--- config.mk ---
export PLATFORM = sky130hd
export DESIGN_NAME = pff_cfg
export DESIGN_NICKNAME = d
export VERILOG_FILES = /design/src/rtl/core/pff_pkg.sv /design/src/rtl/core/pff_cfg.sv
export SDC_FILE = /design/constraint.sdc
export NUM_CORES = 1
export LEC_CHECK = 0
export BUFFER_PORTS_ARGS = -buffer_cell sky130_fd_sc_hd__buf_2
export CORE_UTILIZATION = 52
export DETAILED_ROUTE_END_ITERATION = 8
export PLACE_DENSITY = 0.86
export SLEW_MARGIN = 40
export SYNTH_ARGS = -nofsm -noshare
export SYNTH_HDL_FRONTEND = slang
export SYNTH_SLANG_ARGS = --single-unit
--- constraint.sdc ---
create_clock -name clk_i -period 2.1 [get_ports clk_i]
set_input_delay 0.42 -clock clk_i [delete_from_list [all_inputs] [get_ports clk_i]]
set_output_delay 0.42 -clock clk_i [all_outputs]
set_load 0.03 [all_outputs]
--- src/rtl/core/pff_pkg.sv ---
// Types and constants for the phase field face flux block.
`timescale 1ns / 1ps
package pff_pkg;

  localparam int AddrWidth = 5;
  localparam int DataWidth = 32;

  typedef enum logic [2:0] {
    REG_MOB_COMP = 3'd0,
    REG_MOB_SURF = 3'd1,
    REG_SURF_MODE = 3'd2,
    REG_SOLID = 3'd3,
    REG_ADS_EN = 3'd4,
    REG_ADS_RATE = 3'd5,
    REG_DES_RATE = 3'd6,
    REG_INV_CAP = 3'd7
  } pff_reg_e;

  typedef struct packed {
    logic [30:0]        mobility_composition;
    logic [30:0]        mobility_surfactant;
    logic               surfactant_mode;
    logic               solid_present;
    logic               adsorption_enable;
    logic signed [31:0] adsorption_rate;
    logic signed [31:0] desorption_rate;
    logic signed [31:0] inverse_capacity;
  } pff_cfg_t;

  typedef struct packed {
    logic signed [31:0] advective_flux_comp;
    logic signed [31:0] advective_flux_surf;
    logic signed [31:0] potential_comp_here;
    logic signed [31:0] potential_comp_there;
    logic signed [31:0] potential_surf_here;
    logic signed [31:0] potential_surf_there;
    logic signed [31:0] composition_here;
    logic signed [31:0] composition_there;
    logic signed [31:0] surfactant_here;
    logic signed [31:0] surfactant_there;
    logic [1:0]         fluid_flags;
  } pff_in_t;

  typedef struct packed {
    logic signed [31:0] face_flux_comp;
    logic signed [31:0] face_flux_surf;
    logic               saturated;
  } pff_out_t;

endpackage

--- src/rtl/core/pff_cfg.sv ---
// APB register file holding the block configuration.
`timescale 1ns / 1ps
module pff_cfg import pff_pkg::*; #(
  parameter int FRAC_BITS = 24
) (
  input  logic                 clk_i,
  input  logic                 rst_ni,
  input  logic                 psel,
  input  logic                 penable,
  input  logic                 pwrite,
  input  logic [AddrWidth-1:0] paddr,
  input  logic [DataWidth-1:0] pwdata,
  output logic [DataWidth-1:0] prdata,
  output logic                 pready,
  output pff_cfg_t             cfg_o
);

  pff_cfg_t   cfg_q, cfg_d;
  logic       wr_en;
  pff_reg_e   idx;

  assign wr_en  = psel & penable & pwrite;
  assign idx    = pff_reg_e'(paddr[AddrWidth-1:2]);
  assign pready = 1'b1;
  assign cfg_o  = cfg_q;

  always_comb begin
    cfg_d = cfg_q;
    if (wr_en) begin
      case (idx)
        REG_MOB_COMP:  cfg_d.mobility_composition = pwdata[30:0];
        REG_MOB_SURF:  cfg_d.mobility_surfactant  = pwdata[30:0];
        REG_SURF_MODE: cfg_d.surfactant_mode      = pwdata[0];
        REG_SOLID:     cfg_d.solid_present        = pwdata[0];
        REG_ADS_EN:    cfg_d.adsorption_enable    = pwdata[0];
        REG_ADS_RATE:  cfg_d.adsorption_rate      = signed'(pwdata);
        REG_DES_RATE:  cfg_d.desorption_rate      = signed'(pwdata);
        REG_INV_CAP:   cfg_d.inverse_capacity     = signed'(pwdata);
        default:       cfg_d = cfg_q;
      endcase
    end
  end

  always_comb begin
    case (idx)
      REG_MOB_COMP:  prdata = {1'b0, cfg_q.mobility_composition};
      REG_MOB_SURF:  prdata = {1'b0, cfg_q.mobility_surfactant};
      REG_SURF_MODE: prdata = {31'd0, cfg_q.surfactant_mode};
      REG_SOLID:     prdata = {31'd0, cfg_q.solid_present};
      REG_ADS_EN:    prdata = {31'd0, cfg_q.adsorption_enable};
      REG_ADS_RATE:  prdata = cfg_q.adsorption_rate;
      REG_DES_RATE:  prdata = cfg_q.desorption_rate;
      REG_INV_CAP:   prdata = cfg_q.inverse_capacity;
      default:       prdata = '0;
    endcase
  end

  always_ff @(posedge clk_i or negedge rst_ni) begin
    if (!rst_ni) begin
      cfg_q <= '0;
      cfg_q.inverse_capacity <= 32'(64'd1 << FRAC_BITS);
    end else begin
      cfg_q <= cfg_d;
    end
  end

endmodule

==> results.cfg, run 1 <==
[run_status]
run_status = completed

[cells_and_area]
largest_reg_flops = 161
final-seq-area_mm2 = 0.00403
nNetsFinal = 869
multi_input_area_mm2 = 0.00351
nFillCells = 972
final_area_mm2 = 0.0101
syn2layout_area_growth_pct = 32.1
drive_gt1_share_pct = 58.8

[timing]
fmax_mhz = 485
fin_hold_ws_ns = 0.271
post-route-period-util_pct = 98.2
skew_ns = 0
slew_headroom_pct = 64.0
hold_viol = 0
fin_crit_ns = 2.06
rsz0062_at_grt = no
final.setup.tns_ns = 0
tightest_slew_ns = 0.540
maxSlewViolCount = 0
setup_violations = 0

[power_and_ir_drop]
seq_power_share_pct = 38.5
switching_share_pct = 36.4
p_per_area_mw_per_mm2 = 1080
vdd_drop_max_uv = 1050
comb_power_share_pct = 31.3
p_leak_nw = 5.22
power_w = 0.0109
p_sw_w = 0.00397
p_clk_share_pct = 30.1
intPower_w = 0.00694

[yosys]
synth-seq-cells = 161
synthAdderAreaFrac_pct = 0
muxShareOfSynthArea_pct = 28.1
synth_compound_area_share_pct = 6.93
ys_warn_count = 0
synth_xor_xnor_area_share_pct = 0
synth_cell_type_count = 33
synth_edf_count = 0
syn_area_per_cell_um2 = 13.1
synth_top_family_by_area = multiplexers
syn_inst = 581
synthSimpleGateAreaFrac_pct = 8.53
synth-seq-area-share_pct = 52.9
syn_nets = 623
ys.flop_type = dfrtp_1
synthArstFlopShare_pct = 100
syn_area_mm2 = 0.00762

[floorplan]
coreArea_mm2 = 0.0141
rows = 43
die_h_um = 123
die_area_mm2 = 0.0151
dieWidth_um = 123
io_pins = 236
initial_utilization_pct = 54.0

[critical_path]
path_max_fanout = 11
worstPathArrival_ns = 1.64
worst_ep_required_time_ns = 1.68
critical_path_class = in -> out
crit_path_end_kind = output port
cp-start-kind = input pin

[detailed_routing]
drcViolationCount = 0
wl_mm = 20.9
vias = 5878
drt_iter0_drc = 211
avgViaCountPerCell = 5.76
ant_nets = 0
dr.pass1.iters = 4
wl_per_cell_um = 20.5

[clock_network]
numCtsBuffers = 17
clock_path_buffers = 2
clk_pin_slew_ns = 0.06
insertion_delay_ns = 0.42
cts-htree-levels = 4
root_buffer = clkbuf_16
clock-sinks = 161
cts_tree = done
cts_setup_buffers = 0

[placement]
placed_area_mm2 = 0.00938
gp_congestion = 0.785
place_hpwl_mm = 14.4
portBuffers = 232

[grt]
gr-total-overflow = 0
grt_first_pass_wirelength_mm = 32.3
grt_usage_pct = 28.8
grt_max_degree = 55
antenna_found_initial = 1
grt_pass1_vias = 6102

[worst_hold_path]
hp-class = in -> reg

[run]
cap_violations = 0
worst paths after layout:
kind / from / slack [ns] / cells past startpoint / to
max in group asynchronous: rst_ni / 0.88 / 3 / cfg_o[53]$_DFFE_PN0P_
setup / recovery: paddr[3] / 0.04 / 5 / prdata[26]
min in group asynchronous: rst_ni / 0.54 / 2 / cfg_o[142]$_DFFE_PN0P_
hold reg to reg: cfg_o[42]$_DFFE_PN0P_ / 0.51 / 1 / cfg_o[42]$_DFFE_PN0P_
setup reg to reg: cfg_o[41]$_DFFE_PN0P_ / 1.27 / 1 / cfg_o[41]$_DFFE_PN0P_
hold / removal: pwdata[31] / 0.27 / 2 / cfg_o[63]$_DFFE_PN0P_
synthesized netlist by cell type (all sizes together) (2+ instances only):
| cell | number | area share (%) |
|---|---|---|
| a221oi | 2 | 0.23 |
| a31oi | 22 | 1.8 |
| and3b | 42 | 4.8 |
| buf | 24 | 2.4 |
| clkbuf | 21 | 1.0 |
| dfrtp | 160 | 53 |
| inv | 2 | 0.099 |
| mux2 | 163 | 26 |
| mux2i | 19 | 2.5 |
| nand2 | 23 | 1.1 |
| nand2b | 2 | 0.16 |
| nor2 | 28 | 1.4 |
| nor2b | 2 | 0.16 |
| o21ai | 42 | 2.8 |
| o2bb2ai | 16 | 1.8 |
| or3 | 2 | 0.16 |
kinds of logic (layout without fill, tap and decap cells):
family                 Yosys count  count (layout)
multiplexers                   182             182
flip-flops                     161             161
AND/OR/NAND/NOR                105             105
AO/OA/AOI/OAI                   85              85
buffers and inverters           47             306
other                            1               2
cell type report:
type / count / area share [%]
Inverter: 2 / 0.0746
Sequential cell: 161 / 40.1
Clock inverter: 15 / 2.06
Multi-Input combinational cell: 373 / 34.9
Timing Repair Buffer: 272 / 16.4
Tap cell: 180 / 2.24
Clock buffer: 17 / 4.23
Antenna cell: 1 / 0.0249
layer usage:
layer  share of wire, %  global-route usage [%]
met1                 41                    35.0
met2                 49                    48.3
met3                7.8                    8.26
met4                1.5                    11.5
met5                  0                       0
through the flow:
| stage | std cells | utilization, % | setup slack, ns |
|---|---|---|---|
| 2_1_floorplan | 581 | - | 0.0502 |
| 3_3_place_gp | 987 | 66.6 | 0.0161 |
| 3_5_place_dp | 987 | 66.6 | -0.000640 |
| 4_1_cts | 1020 | 71.2 | 0.0168 |
| 5_1_grt | 1021 | 71.4 | 0.00344 |
| 6_report | 1021 | 71.4 | 0.0370 |
timing repair:
item,CTS,global route
resized for setup,2,4
hold buffers,1,0
endpoints found under the setup margin,2,22
endpoints found under the hold margin,47,0
placed cells by master (no fill, tap or decap), types with 5 or more instances in the layout:
cell       Yosys  layout
a31oi_2        0      21
dfrtp_1      160     160
nand2_1       23      23
buf_4          2      25
o2bb2ai_1     16      15
o21ai_0       42      42
buf_2         15     229
nor2_1        28      23
buf_12         3      14
mux2_4        30      30
mux2_1         5       5
and3b_1       42      42
clkbuf_16      0      17
mux2i_1       19      19
mux2_2       128     128
critical path, stage by stage:
cell and delay (ns):
clkbuf_4 0.20, buf_12 0.18, or2_2 0.41, o2bb2ai_1 0.19, buf_2 0.24
power by group through the flow:
stage	Combinational (W)	Sequential (W)	Clock [W]
2_1_floorplan	0.00109	0.00538	0
3_3_place_gp	0.00336	0.00420	0
6_report	0.00342	0.00420	0.00329
4_1_cts	0.00343	0.00419	0.00335
3_5_place_dp	0.00341	0.00423	0
5_1_grt	0.00362	0.00428	0.00347
Note: power is estimated with default switching activity, not from simulation.
==> run 2, diff against run 1 <==
SETUP_SLACK_MARGIN = 0.3   (was not set)
==> results.cfg, run 2 (synthesis gave the netlist of run 1 again) <==
[run_status]
run_status = completed

[floorplan]
die_area_mm2 = 0.0151
initial_utilization_pct = 54.0
die_h_um = 123
dieWidth_um = 123
coreArea_mm2 = 0.0141
io_pins = 236
rows = 43

[clock_network]
clk_pin_slew_ns = 0.06
cts_tree = done
cts-htree-levels = 4
root_buffer = clkbuf_16
insertion_delay_ns = 0.42
clock_path_buffers = 2
numCtsBuffers = 17
clock-sinks = 161

[timing]
fmax_mhz = 484
tightest_slew_ns = 0.508
rsz0062_at_grt = yes
setup_violations = 0
maxSlewViolCount = 0
fin_hold_ws_ns = 0.270
skew_ns = 0
post-route-period-util_pct = 98.3
fin_ws_ns = 0.0349
hold_viol = 0
slew_headroom_pct = 66.1
fin_crit_ns = 2.07

[critical_path]
crit_path_end_kind = output port
r2r-end = cfg_o[14]$_DFFE_PN0P_
critical_path_class = in -> out
cp-start-kind = input pin
reg2reg_from = cfg_o[14]$_DFFE_PN0P_
worstPathArrival_ns = 1.65
rr_worst_depth = 3
worst_ep_required_time_ns = 1.68
path_max_fanout = 6
rrSetupSlack_ns = 1.05

[detailed_routing]
drcViolationCount = 0
ant_nets = 0
avgViaCountPerCell = 6.02
dr.pass1.iters = 4
vias = 6308
wl_per_cell_um = 23.5
wl_mm = 24.6
drt_iter0_drc = 311

[grt]
grt_usage_pct = 33.3
grt_pass1_vias = 6536
grt_max_degree = 51
grt_first_pass_wirelength_mm = 36.5
antenna_found_initial = 0
gr-total-overflow = 0

[cells_and_area]
mostFrequentLayoutCells = 196 x buf_2, 160 x dfrtp_1, 126 x mux2_2
final_area_mm2 = 0.0113
final-seq-area_mm2 = 0.00403
drive_gt1_share_pct = 67.4
nNetsFinal = 901
syn2layout_area_growth_pct = 48.1
nFillCells = 741
multi_input_area_mm2 = 0.00419
largest_reg_flops = 161
fin_cells = 1048
final_common_cell = buf_2
diodes = 0

[placement]
placed_area_mm2 = 0.00979
portBuffers = 232
place_ws_ns = -0.157
place_hpwl_mm = 15.7
dp.cells = 989
gp_congestion = 0.856

[worst_hold_path]
min_from = pwdata[10]
hp-class = in -> reg
min_path_cells = 2
holdPathEnd = cfg_o[42]$_DFFE_PN0P_

[run]
cap_violations = 0

[power_and_ir_drop]
power_w = 0.0113
p_leak_nw = 5.55
p_per_area_mw_per_mm2 = 1000
vdd_drop_max_uv = 560
-- run 2: cell types whose count changed in the layout (fill, tap and decap cells not counted), sizes merged, moves of 2 or more --
cell    previous run  this run
clkinv             5         1
buf              269       298
and3               1         4
inv                5         2
clkbuf            19        24
bufinv             4         2
-- run 2: worst max path at each step --
stage                                     start         end  slack, ns  cells past startpoint
after global routing                   paddr[2]   prdata[5]       0.03                      6
after detailed placement               paddr[2]  prdata[19]      -0.16                      6
after CTS                 cfg_o[14]$_DFFE_PN0P_  prdata[14]       0.05                      4
final                                  paddr[2]   prdata[5]       0.03                      6
after floorplan                        paddr[2]  prdata[10]       0.30                      5
after global placement                 paddr[2]   prdata[8]      -0.12                      6
-- run 2: stage by stage --
step | TNS (ns) | utilization [%]
2_1_floorplan | 0 | -
3_3_place_gp | -2.18 | 69.4
3_5_place_dp | -2.84 | 69.4
4_1_cts | 0 | 78.7
5_1_grt | 0 | 80.0
6_report | 0 | 80.0
-- run 2: timing repair --
item                                    4_1_cts  5_1_grt
gates cloned                                  7        1
setup buffers                                13        9
hold buffers                                  1        0
gates resized for setup                     148       21
pin swaps                                    19       13
endpoints found under the setup margin       32       32
hold endpoints to repair                     45        0
-- run 2: power breakdown --
part	internal (W)	switching, W
Combinational	0.00154	0.00243
Sequential	0.00372	0.000567
Clock	0.00185	0.00119
-- run 2: critical path, stage by stage --
cell and delay (ns):
buf_12 0.11, or3_4 0.44, bufbuf_16 0.31, nor2_4 0.12, a31oi_4 0.06, buf_6 0.18
-- run 2: cell type report --
cell class / count / share of cell area [%]
flip-flops and latches: 161 / 35.7
multi-input cells: 376 / 37.1
repair buffers: 301 / 20.0
clock buffers: 23 / 4.33
well taps: 180 / 2.00
clock inverters: 5 / 0.710
inverters: 2 / 0.0666
-- run 2: metal layers --
layer / share of wire [%] / GRT usage [%] / vias up / wire length [um]
li1: - / - / 2677 / -
met1: 39 / 40.1 / 3241 / 9480
met2: 51 / 56.3 / 314 / 12600
met3: 5.8 / 5.54 / 76 / 1420
met4: 4.4 / 19.9 / 0 / 1070
met5: 0 / 0 / - / 0
